### config.mk
export PLATFORM = sky130hd
export DESIGN_NAME = adsr_envelope_generator
export DESIGN_NICKNAME = d
export VERILOG_FILES = /design/src/sv/adsr_pkg.sv /design/src/sv/adsr_envelope_generator.sv
export SDC_FILE = /design/constraint.sdc
export NUM_CORES = 2
export LEC_CHECK = 0
export BUFFER_PORTS_ARGS = -buffer_cell sky130_fd_sc_hd__buf_2
export CAP_MARGIN = 20
export CELL_PAD_IN_SITES_DETAIL_PLACEMENT = 2
export CELL_PAD_IN_SITES_GLOBAL_PLACEMENT = 2
export CORE_MARGIN = 5
export CORE_UTILIZATION = 40
export DETAILED_ROUTE_END_ITERATION = 10
export PLACE_DENSITY_LB_ADDON = 0.1
export SLEW_MARGIN = 15
export SYNTH_ARGS = -nofsm -noshare
export SYNTH_HDL_FRONTEND = slang
export SYNTH_SLANG_ARGS = --single-unit
### constraint.sdc
create_clock -name clk_i -period 15.5 [get_ports clk_i]
set_clock_uncertainty 0.05 [all_clocks]
set_input_delay 0.775 -clock clk_i [delete_from_list [all_inputs] [get_ports clk_i]]
set_output_delay 0.775 -clock clk_i [all_outputs]
set_load 0.03 [all_outputs]
### src/sv/adsr_pkg.sv
// Shared codes, widths and reset values for the linear ADSR envelope generator.
package adsr_pkg;

  localparam int unsigned DUR_W   = 20;
  localparam int unsigned LEVEL_W = 16;
  localparam int unsigned OP_W    = 2;
  localparam int unsigned PHASE_W = 2;
  localparam int unsigned TICK_W  = 32;
  localparam int unsigned PROD_W  = DUR_W + LEVEL_W;
  localparam int unsigned DIV_STEPS = LEVEL_W;

  localparam int unsigned APB_AW = 5;
  localparam int unsigned APB_DW = 32;

  localparam logic [LEVEL_W-1:0] FULL_SCALE  = 16'd32768;
  localparam logic [LEVEL_W-1:0] FLOOR_LEVEL = 16'd3;

  localparam logic [OP_W-1:0] OP_QUERY    = 2'd0;
  localparam logic [OP_W-1:0] OP_NOTE_ON  = 2'd1;
  localparam logic [OP_W-1:0] OP_NOTE_OFF = 2'd2;

  localparam logic [PHASE_W-1:0] PH_ATTACK  = 2'd0;
  localparam logic [PHASE_W-1:0] PH_DECAY   = 2'd1;
  localparam logic [PHASE_W-1:0] PH_SUSTAIN = 2'd2;
  localparam logic [PHASE_W-1:0] PH_RELEASE = 2'd3;

  localparam logic [2:0] REG_ATTACK  = 3'd0;
  localparam logic [2:0] REG_DECAY   = 3'd1;
  localparam logic [2:0] REG_RELEASE = 3'd2;
  localparam logic [2:0] REG_START   = 3'd3;
  localparam logic [2:0] REG_SUSTAIN = 3'd4;

  localparam logic [DUR_W-1:0]   RST_ATTACK  = 20'd4410;
  localparam logic [DUR_W-1:0]   RST_DECAY   = 20'd441;
  localparam logic [DUR_W-1:0]   RST_RELEASE = 20'd8820;
  localparam logic [LEVEL_W-1:0] RST_START   = 16'd32768;
  localparam logic [LEVEL_W-1:0] RST_SUSTAIN = 16'd26214;

  function automatic logic [LEVEL_W-1:0] sat_level(input logic [LEVEL_W-1:0] v);
    sat_level = (v > FULL_SCALE) ? FULL_SCALE : v;
  endfunction

endpackage

### src/sv/adsr_envelope_generator.sv
// Linear ADSR envelope generator: APB registers, sequencer, multiplier and serial divider.
//
//  channel   | direction | transfer / contents
//  ----------+-----------+---------------------------------------------------
//  s_axis    | in        | tdata = now_tick[31:0], tuser = op[1:0]
//  m_axis    | out       | tdata = amplitude[15:0], tuser = phase[1:0]
//  apb       | in/out    | five registers at byte addresses 0,4,8,12,16
//
// An item passes from input transfer to result through accept, tick
// difference, classify, multiply, 16 restoring divider steps and finish.
// Items with no quotient go from classify straight to finish.
// s_axis_tready is high only while the sequencer is idle.
// A finished result waits in the output register; the next item may be
// accepted meanwhile and waits in its finish step until the register frees.
// Reset is asynchronous, active low, and restores the register defaults.
module adsr_envelope_generator #(
  parameter int unsigned TIME_BITS = 32
) (
  input  logic                          clk_i,
  input  logic                          rst_ni,
  // stream in
  input  logic                          s_axis_tvalid,
  output logic                          s_axis_tready,
  input  logic [adsr_pkg::TICK_W-1:0]   s_axis_tdata,  // [31:0] now_tick
  input  logic [adsr_pkg::OP_W-1:0]     s_axis_tuser,  // [1:0] op
  // stream out
  output logic                          m_axis_tvalid,
  input  logic                          m_axis_tready,
  output logic [adsr_pkg::LEVEL_W-1:0]  m_axis_tdata,  // [15:0] amplitude
  output logic [adsr_pkg::PHASE_W-1:0]  m_axis_tuser,  // [1:0] phase
  // configuration
  input  logic                          psel,
  input  logic                          penable,
  input  logic                          pwrite,
  input  logic [adsr_pkg::APB_AW-1:0]   paddr,
  input  logic [adsr_pkg::APB_DW-1:0]   pwdata,
  output logic [adsr_pkg::APB_DW-1:0]   prdata,
  output logic                          pready
);
  import adsr_pkg::*;

  localparam int unsigned TW = (TIME_BITS < TICK_W) ? TIME_BITS : TICK_W;
  localparam int unsigned CW = (TW > DUR_W + 1) ? TW : DUR_W + 1;
  localparam int unsigned CNT_W = $clog2(DIV_STEPS);

  typedef enum logic [2:0] {
    S_IDLE,
    S_DIFF,
    S_CLASS,
    S_MUL,
    S_DIV,
    S_FIN
  } state_e;

  // configuration registers
  logic [DUR_W-1:0]   attack_q, decay_q, release_q;
  logic [LEVEL_W-1:0] start_q, sustain_q;
  logic               wr_en;
  logic [2:0]         reg_idx;

  assign pready  = 1'b1;
  assign reg_idx = paddr[4:2];
  assign wr_en   = psel & penable & pwrite;

  always_ff @(posedge clk_i or negedge rst_ni) begin
    if (!rst_ni) begin
      attack_q  <= RST_ATTACK;
      decay_q   <= RST_DECAY;
      release_q <= RST_RELEASE;
      start_q   <= RST_START;
      sustain_q <= RST_SUSTAIN;
    end else if (wr_en) begin
      unique case (reg_idx)
        REG_ATTACK:  attack_q  <= pwdata[DUR_W-1:0];
        REG_DECAY:   decay_q   <= pwdata[DUR_W-1:0];
        REG_RELEASE: release_q <= pwdata[DUR_W-1:0];
        REG_START:   start_q   <= pwdata[LEVEL_W-1:0];
        REG_SUSTAIN: sustain_q <= pwdata[LEVEL_W-1:0];
        default: ;
      endcase
    end
  end

  always_comb begin
    unique case (reg_idx)
      REG_ATTACK:  prdata = APB_DW'(attack_q);
      REG_DECAY:   prdata = APB_DW'(decay_q);
      REG_RELEASE: prdata = APB_DW'(release_q);
      REG_START:   prdata = APB_DW'(start_q);
      REG_SUSTAIN: prdata = APB_DW'(sustain_q);
      default:     prdata = '0;
    endcase
  end

  // datapath state
  state_e             state_q;
  logic               gate_q;
  logic [TW-1:0]      on_tick_q, off_tick_q, now_q;
  logic [TW-1:0]      diff_q;
  logic               early_q;
  logic [DUR_W-1:0]   x_q, den_q;
  logic [LEVEL_W-1:0] y_q, base_q, lo_q;
  logic               neg_q;
  logic [PHASE_W-1:0] phase_q;
  logic [DUR_W-1:0]   rem_q;
  logic [CNT_W-1:0]   cnt_q;
  logic               out_valid_q;
  logic [LEVEL_W-1:0] out_amp_q;
  logic [PHASE_W-1:0] out_phase_q;

  logic [TW-1:0]      now_in, ref_tick;
  logic [TW:0]        diff_full;

  assign now_in    = s_axis_tdata[TW-1:0];
  assign ref_tick  = gate_q ? on_tick_q : off_tick_q;
  assign diff_full = {1'b0, now_q} - {1'b0, ref_tick};

  // classification
  logic [LEVEL_W-1:0] st_lvl, su_lvl;
  logic [CW-1:0]      life_x, att_x, ad_x, rel_x, dec_d, rel_d;
  logic               c_direct, c_neg;
  logic [LEVEL_W-1:0] c_base, c_y;
  logic [DUR_W-1:0]   c_x, c_den;
  logic [PHASE_W-1:0] c_phase;

  assign st_lvl = sat_level(start_q);
  assign su_lvl = sat_level(sustain_q);
  assign life_x = CW'(diff_q);
  assign att_x  = CW'(attack_q);
  assign ad_x   = CW'({1'b0, attack_q} + {1'b0, decay_q});
  assign rel_x  = CW'(release_q);
  assign dec_d  = life_x - att_x;
  assign rel_d  = rel_x - life_x;

  always_comb begin
    c_direct = 1'b1;
    c_neg    = 1'b0;
    c_base   = '0;
    c_x      = '0;
    c_y      = '0;
    c_den    = '0;
    c_phase  = PH_ATTACK;
    if (gate_q) begin
      priority if (early_q) begin
        c_base = '0;
      end else if (life_x <= att_x) begin
        if (attack_q == '0) begin
          c_base = FULL_SCALE;
        end else begin
          c_direct = 1'b0;
          c_x      = life_x[DUR_W-1:0];
          c_y      = FULL_SCALE;
          c_den    = attack_q;
        end
      end else if (life_x <= ad_x) begin
        c_phase  = PH_DECAY;
        c_direct = 1'b0;
        c_x      = dec_d[DUR_W-1:0];
        c_y      = (su_lvl >= st_lvl) ? su_lvl - st_lvl : st_lvl - su_lvl;
        c_den    = decay_q;
        c_base   = st_lvl;
        c_neg    = su_lvl < st_lvl;
      end else begin
        c_phase = PH_SUSTAIN;
        c_base  = su_lvl;
      end
    end else begin
      c_phase = PH_RELEASE;
      if (!early_q && (life_x < rel_x)) begin
        c_direct = 1'b0;
        c_x      = rel_d[DUR_W-1:0];
        c_y      = su_lvl;
        c_den    = release_q;
      end
    end
  end

  // shared multiplier and divider step
  logic [PROD_W-1:0]  prod;
  logic [DUR_W:0]     trial;
  logic               take;
  logic [LEVEL_W-1:0] amp_raw;

  assign prod    = PROD_W'(x_q) * PROD_W'(y_q);
  assign trial   = {rem_q, lo_q[LEVEL_W-1]};
  assign take    = trial >= {1'b0, den_q};
  assign amp_raw = neg_q ? base_q - lo_q : base_q + lo_q;

  assign s_axis_tready = (state_q == S_IDLE);
  assign m_axis_tvalid = out_valid_q;
  assign m_axis_tdata  = out_amp_q;
  assign m_axis_tuser  = out_phase_q;

  always_ff @(posedge clk_i or negedge rst_ni) begin
    if (!rst_ni) begin
      state_q     <= S_IDLE;
      gate_q      <= 1'b0;
      on_tick_q   <= '0;
      off_tick_q  <= '0;
      now_q       <= '0;
      diff_q      <= '0;
      early_q     <= 1'b0;
      x_q         <= '0;
      den_q       <= '0;
      y_q         <= '0;
      base_q      <= '0;
      lo_q        <= '0;
      neg_q       <= 1'b0;
      phase_q     <= PH_ATTACK;
      rem_q       <= '0;
      out_valid_q <= 1'b0;
      out_amp_q   <= '0;
      out_phase_q <= PH_ATTACK;
      cnt_q       <= '0;
    end else begin
      // in the finish step the output register is reloaded instead
      if (out_valid_q && m_axis_tready && (state_q != S_FIN)) begin
        out_valid_q <= 1'b0;
      end
      unique case (state_q)
        S_IDLE: begin
          if (s_axis_tvalid) begin
            now_q <= now_in;
            if (s_axis_tuser == OP_NOTE_ON) begin
              on_tick_q <= now_in;
              gate_q    <= 1'b1;
            end else if (s_axis_tuser == OP_NOTE_OFF) begin
              off_tick_q <= now_in;
              gate_q     <= 1'b0;
            end
            state_q <= S_DIFF;
          end
        end
        S_DIFF: begin
          diff_q  <= diff_full[TW-1:0];
          early_q <= diff_full[TW];
          state_q <= S_CLASS;
        end
        S_CLASS: begin
          phase_q <= c_phase;
          base_q  <= c_base;
          neg_q   <= c_neg;
          x_q     <= c_x;
          y_q     <= c_y;
          den_q   <= c_den;
          if (c_direct) begin
            lo_q    <= '0;
            state_q <= S_FIN;
          end else begin
            state_q <= S_MUL;
          end
        end
        S_MUL: begin
          // quotient stays below 2^16, so the high part is already below den
          rem_q   <= prod[PROD_W-1:LEVEL_W];
          lo_q    <= prod[LEVEL_W-1:0];
          cnt_q   <= '0;
          state_q <= S_DIV;
        end
        S_DIV: begin
          rem_q <= take ? DUR_W'(trial - {1'b0, den_q}) : trial[DUR_W-1:0];
          lo_q  <= {lo_q[LEVEL_W-2:0], take};
          cnt_q <= cnt_q + 1'b1;
          if (cnt_q == CNT_W'(DIV_STEPS - 1)) begin
            state_q <= S_FIN;
          end
        end
        S_FIN: begin
          if (!out_valid_q || m_axis_tready) begin
            out_valid_q <= 1'b1;
            out_amp_q   <= (amp_raw <= FLOOR_LEVEL) ? '0 : amp_raw;
            out_phase_q <= phase_q;
            state_q     <= S_IDLE;
          end
        end
        default: state_q <= S_IDLE;
      endcase
    end
  end

endmodule

==> run_results.csv <==
group,metric,value,unit
global_route,grt_first_pass_wirelength,204000,µm
min_path,worstHoldPathType,"input pin to asynchronous set/reset pin",
timing,finalSetupTns,0,ps
worst_setup_path,slowest_stage,"dfrtp_1",
worst_setup_path,cp_cell_sequence,"nand2_1 > fa_1 > inv_1 > fa_1 > fa_1 > fa_1 > fa_1 > inv_1 > fa_1 > inv_1 > ha_1 > and3_1 > and4_1 > a31o_2 > a2111oi_0 > o21ai_0 > a31oi_1 > xnor2_1 > nand2_1 > a22oi_1",
cts,clockBufferDepth,3,
power_and_ir_drop,leakagePower,18.1,nW
layout,nets,4512,
layout,final_common_cell,"nand2_1",
drt,drc,0,
worst_setup_path,worstPathArrival,8420,ps
cts,cts_resized,0,
flow_run,maxCapViolCount,0,
timing,fin_crit_sh,51.5,%
drt,ant_nets,0,
cts,cts_buffers,46,
timing,period_needed,7970,ps
cts,hold_buffers,0,
timing,slew_violations,0,
yosys,ys_seq_area_share,26.0,%
floorplan,die_area,92800,µm²
power_and_ir_drop,p_sw_share,49.5,%
yosys,syn-instance-count,3851,
global_route,grt_usage,27.9,%
floorplan,num_rows,108,
worst_setup_path,critPathMaxFanout,17,
floorplan,core-area,86500,µm²
layout,drive_above_1_share,11.3,%
worst_setup_path,worst-path-buf-inv,3,
power_and_ir_drop,pwr_density_cell,196,nW/µm²
timing,grt_setup_unrepaired,"false",
yosys,ys_warn_count,0,
floorplan,dieHeight,305,µm
global_route,grt_pass1_vias,33700,
timing,max_slew.worst_pin.slew,1260,ps
yosys,synth_flop_cell,"dfrtp_1",
cts,worstSkewPairLatency,590,ps
global_route,antenna_found_initial,6,
layout,area_delta_synth_final,9.27,%
power_and_ir_drop,pwr-share-comb,60.8,%
timing,relSlewSlack,16.0,%
worst_setup_path,cp-startpoint,"x_q[11]",
power_and_ir_drop,power_frac_clock,15.1,%
worst_setup_path,reg2reg_from,"x_q[11]",
worst_setup_path,crit_top_cell,"fa_1",
timing,finalHoldViolations,0,
cts,h-tree-depth,2,
cts,cts_tree,"done",
worst_setup_path,critPathMaxStageDelay,1060,ps
yosys,ys_seq_elements,359,
cts,cts.sinks,359,
power_and_ir_drop,power.internal,0.00375,W
layout,multi_input_area,23500,µm²
global_route,grt_start_max_net_pins,85,
power_and_ir_drop,ir_drop,128,µV
layout,final_cell_mix,"515 x nand2_1, 420 x inv_1, 331 x dfrtp_1, 310 x ha_1, 258 x fa_1",
drt,firstDrtPassIters,5,
placement,gp_congestion,0.911,
drt,viasPerCell,5.77,
power_and_ir_drop,p_sw,0.00368,W
worst_setup_path,critPathKind,"flip-flop to flip-flop",
worst_setup_path,crit_family,"adder cells",
timing,clock.fmax,0.125,GHz
cts,cts_setup_buffers,0,
yosys,synth_area,34700,µm²
yosys,synth_edf_count,0,
layout,fillers,9434,
power_and_ir_drop,pwr-share-seq,24.1,%
floorplan,start_util,40.2,%
floorplan,die_x,305,µm
yosys,synth.distinct_cells,81,
worst_setup_path,startpoint_type,"flip-flop",
layout,seq_area,9020,µm²
worst_setup_path,required,15950,ps
yosys,synth_area_per_cell,9.02,µm²
drt,drtIter0Drc,1596,
placement,port_buffers,103,
timing,finalSetupViolCount,0,
yosys,ys_async_sr_fraction,100,%
placement,dp.cells,4969,
cts,cts_root_buf,"clkbuf_16",
layout,layoutNonFillerInstCount,5061,
worst_setup_path,crit_path_end_kind,"flip-flop",
run_status,outcome,"completed",
floorplan,io_pins,131,
cts,clk_pin_slew,60,ps
drt,via_count,29200,
placement,place_hpwl,102000,µm
drt,wl,132000,µm
global_route,grt_overflow_total,0,
drt,wire_per_inst,26.0,µm
[final timing paths]
| path | end | slack [ps] | depth (start not counted) |
|---|---|---|---|
| max reg2reg | rem_q[12] | 7530 | 20 |
| max | rem_q[12] | 7530 | 20 |
| min in group clk_i | release_q[17] | 380 | 3 |
| min | sustain_q[15] | 140 | 1 |
| min reg2reg | m_axis_tuser[0] | 420 | 2 |
| max in group asynchronous | base_q[4] | 12970 | 3 |
[routing by layer]
layer  global-route usage, %  vias to the layer above  part of all wire (%)
li1                        -                    13100                     -
met1                    35.3                    15400                    43
met2                    50.9                      572                    51
met3                    2.53                      197                   3.1
met4                    7.69                        2                   3.1
met5                       0                        -                0.0099
[cell usage after synthesis (87+ instances only)]
cell	number	area share, %
nand2_1	517	5.6
inv_1	420	4.5
dfrtp_1	332	24
ha_1	310	11
fa_1	258	15
o21ai_0	241	3.5
a21oi_1	185	2.7
mux2_2	159	5.2
clkbuf_1	157	1.7
nor2_1	156	1.7
and2_1	151	2.7
xnor2_1	100	2.5
a21o_1	87	1.9
[flip-flops by register name (all words and copies together) (netlist names), 16 cells and up]
| name | flops |
|---|---|
| release_q | 20 |
| attack_q | 20 |
| on_tick_q | 32 |
| rem_q | 20 |
| off_tick_q | 32 |
| den_q | 20 |
| decay_q | 20 |
| lo_q | 16 |
| y_q | 16 |
| sustain_q | 16 |
| base_q | 16 |
| now_q | 32 |
| start_q | 16 |
| m_axis_tdata | 16 |
| diff_q | 32 |
| x_q | 20 |
[logic make-up after synthesis]
kind of cell,share of synthesized area [%]
compound gates,15.6
xor+xnor,4.01
fa+ha+maj,26.0
buf+inv,6.78
flops,26.0
mux,7.01
other cells,0.0216
simple gates,14.6
[area by class of cell]
| type | instances | share of cell area (%) |
|---|---|---|
| Clock buffer | 65 | 3.40 |
| Tap cell | 1155 | 3.81 |
| Antenna cell | 4 | 0.0264 |
| Inverter | 421 | 4.16 |
| Sequential cell | 359 | 23.8 |
| Timing Repair Buffer | 146 | 2.33 |
| Clock inverter | 19 | 0.712 |
| Multi-Input combinational cell | 2892 | 61.8 |
[power groups by stage]
stage | Sequential [W] | Combinational (W) | Clock, W
after detailed placement | 0.00180 | 0.00447 | 0
final | 0.00179 | 0.00452 | 0.00112
after global placement | 0.00177 | 0.00423 | 0
after global routing | 0.00183 | 0.00498 | 0.00119
after floorplan | 0.00155 | 0.00324 | 0
after CTS | 0.00179 | 0.00453 | 0.00115
[stage by stage]
step / cell area [µm²] / total power [W] / util (%) / setup WS [ps] / hold WS [ps]
2_1_floorplan: 34800 / 0.00479 / - / 9100 / 389
3_3_place_gp: 36300 / 0.00599 / 42.0 / 7820 / 405
3_5_place_dp: 36300 / 0.00627 / 42.0 / 7580 / 412
4_1_cts: 37900 / 0.00747 / 43.8 / 7550 / 144
5_1_grt: 38000 / 0.00800 / 43.9 / 7220 / 168
6_report: 38000 / 0.00744 / 43.9 / 7530 / 138
(Power assumes the default switching activity.)
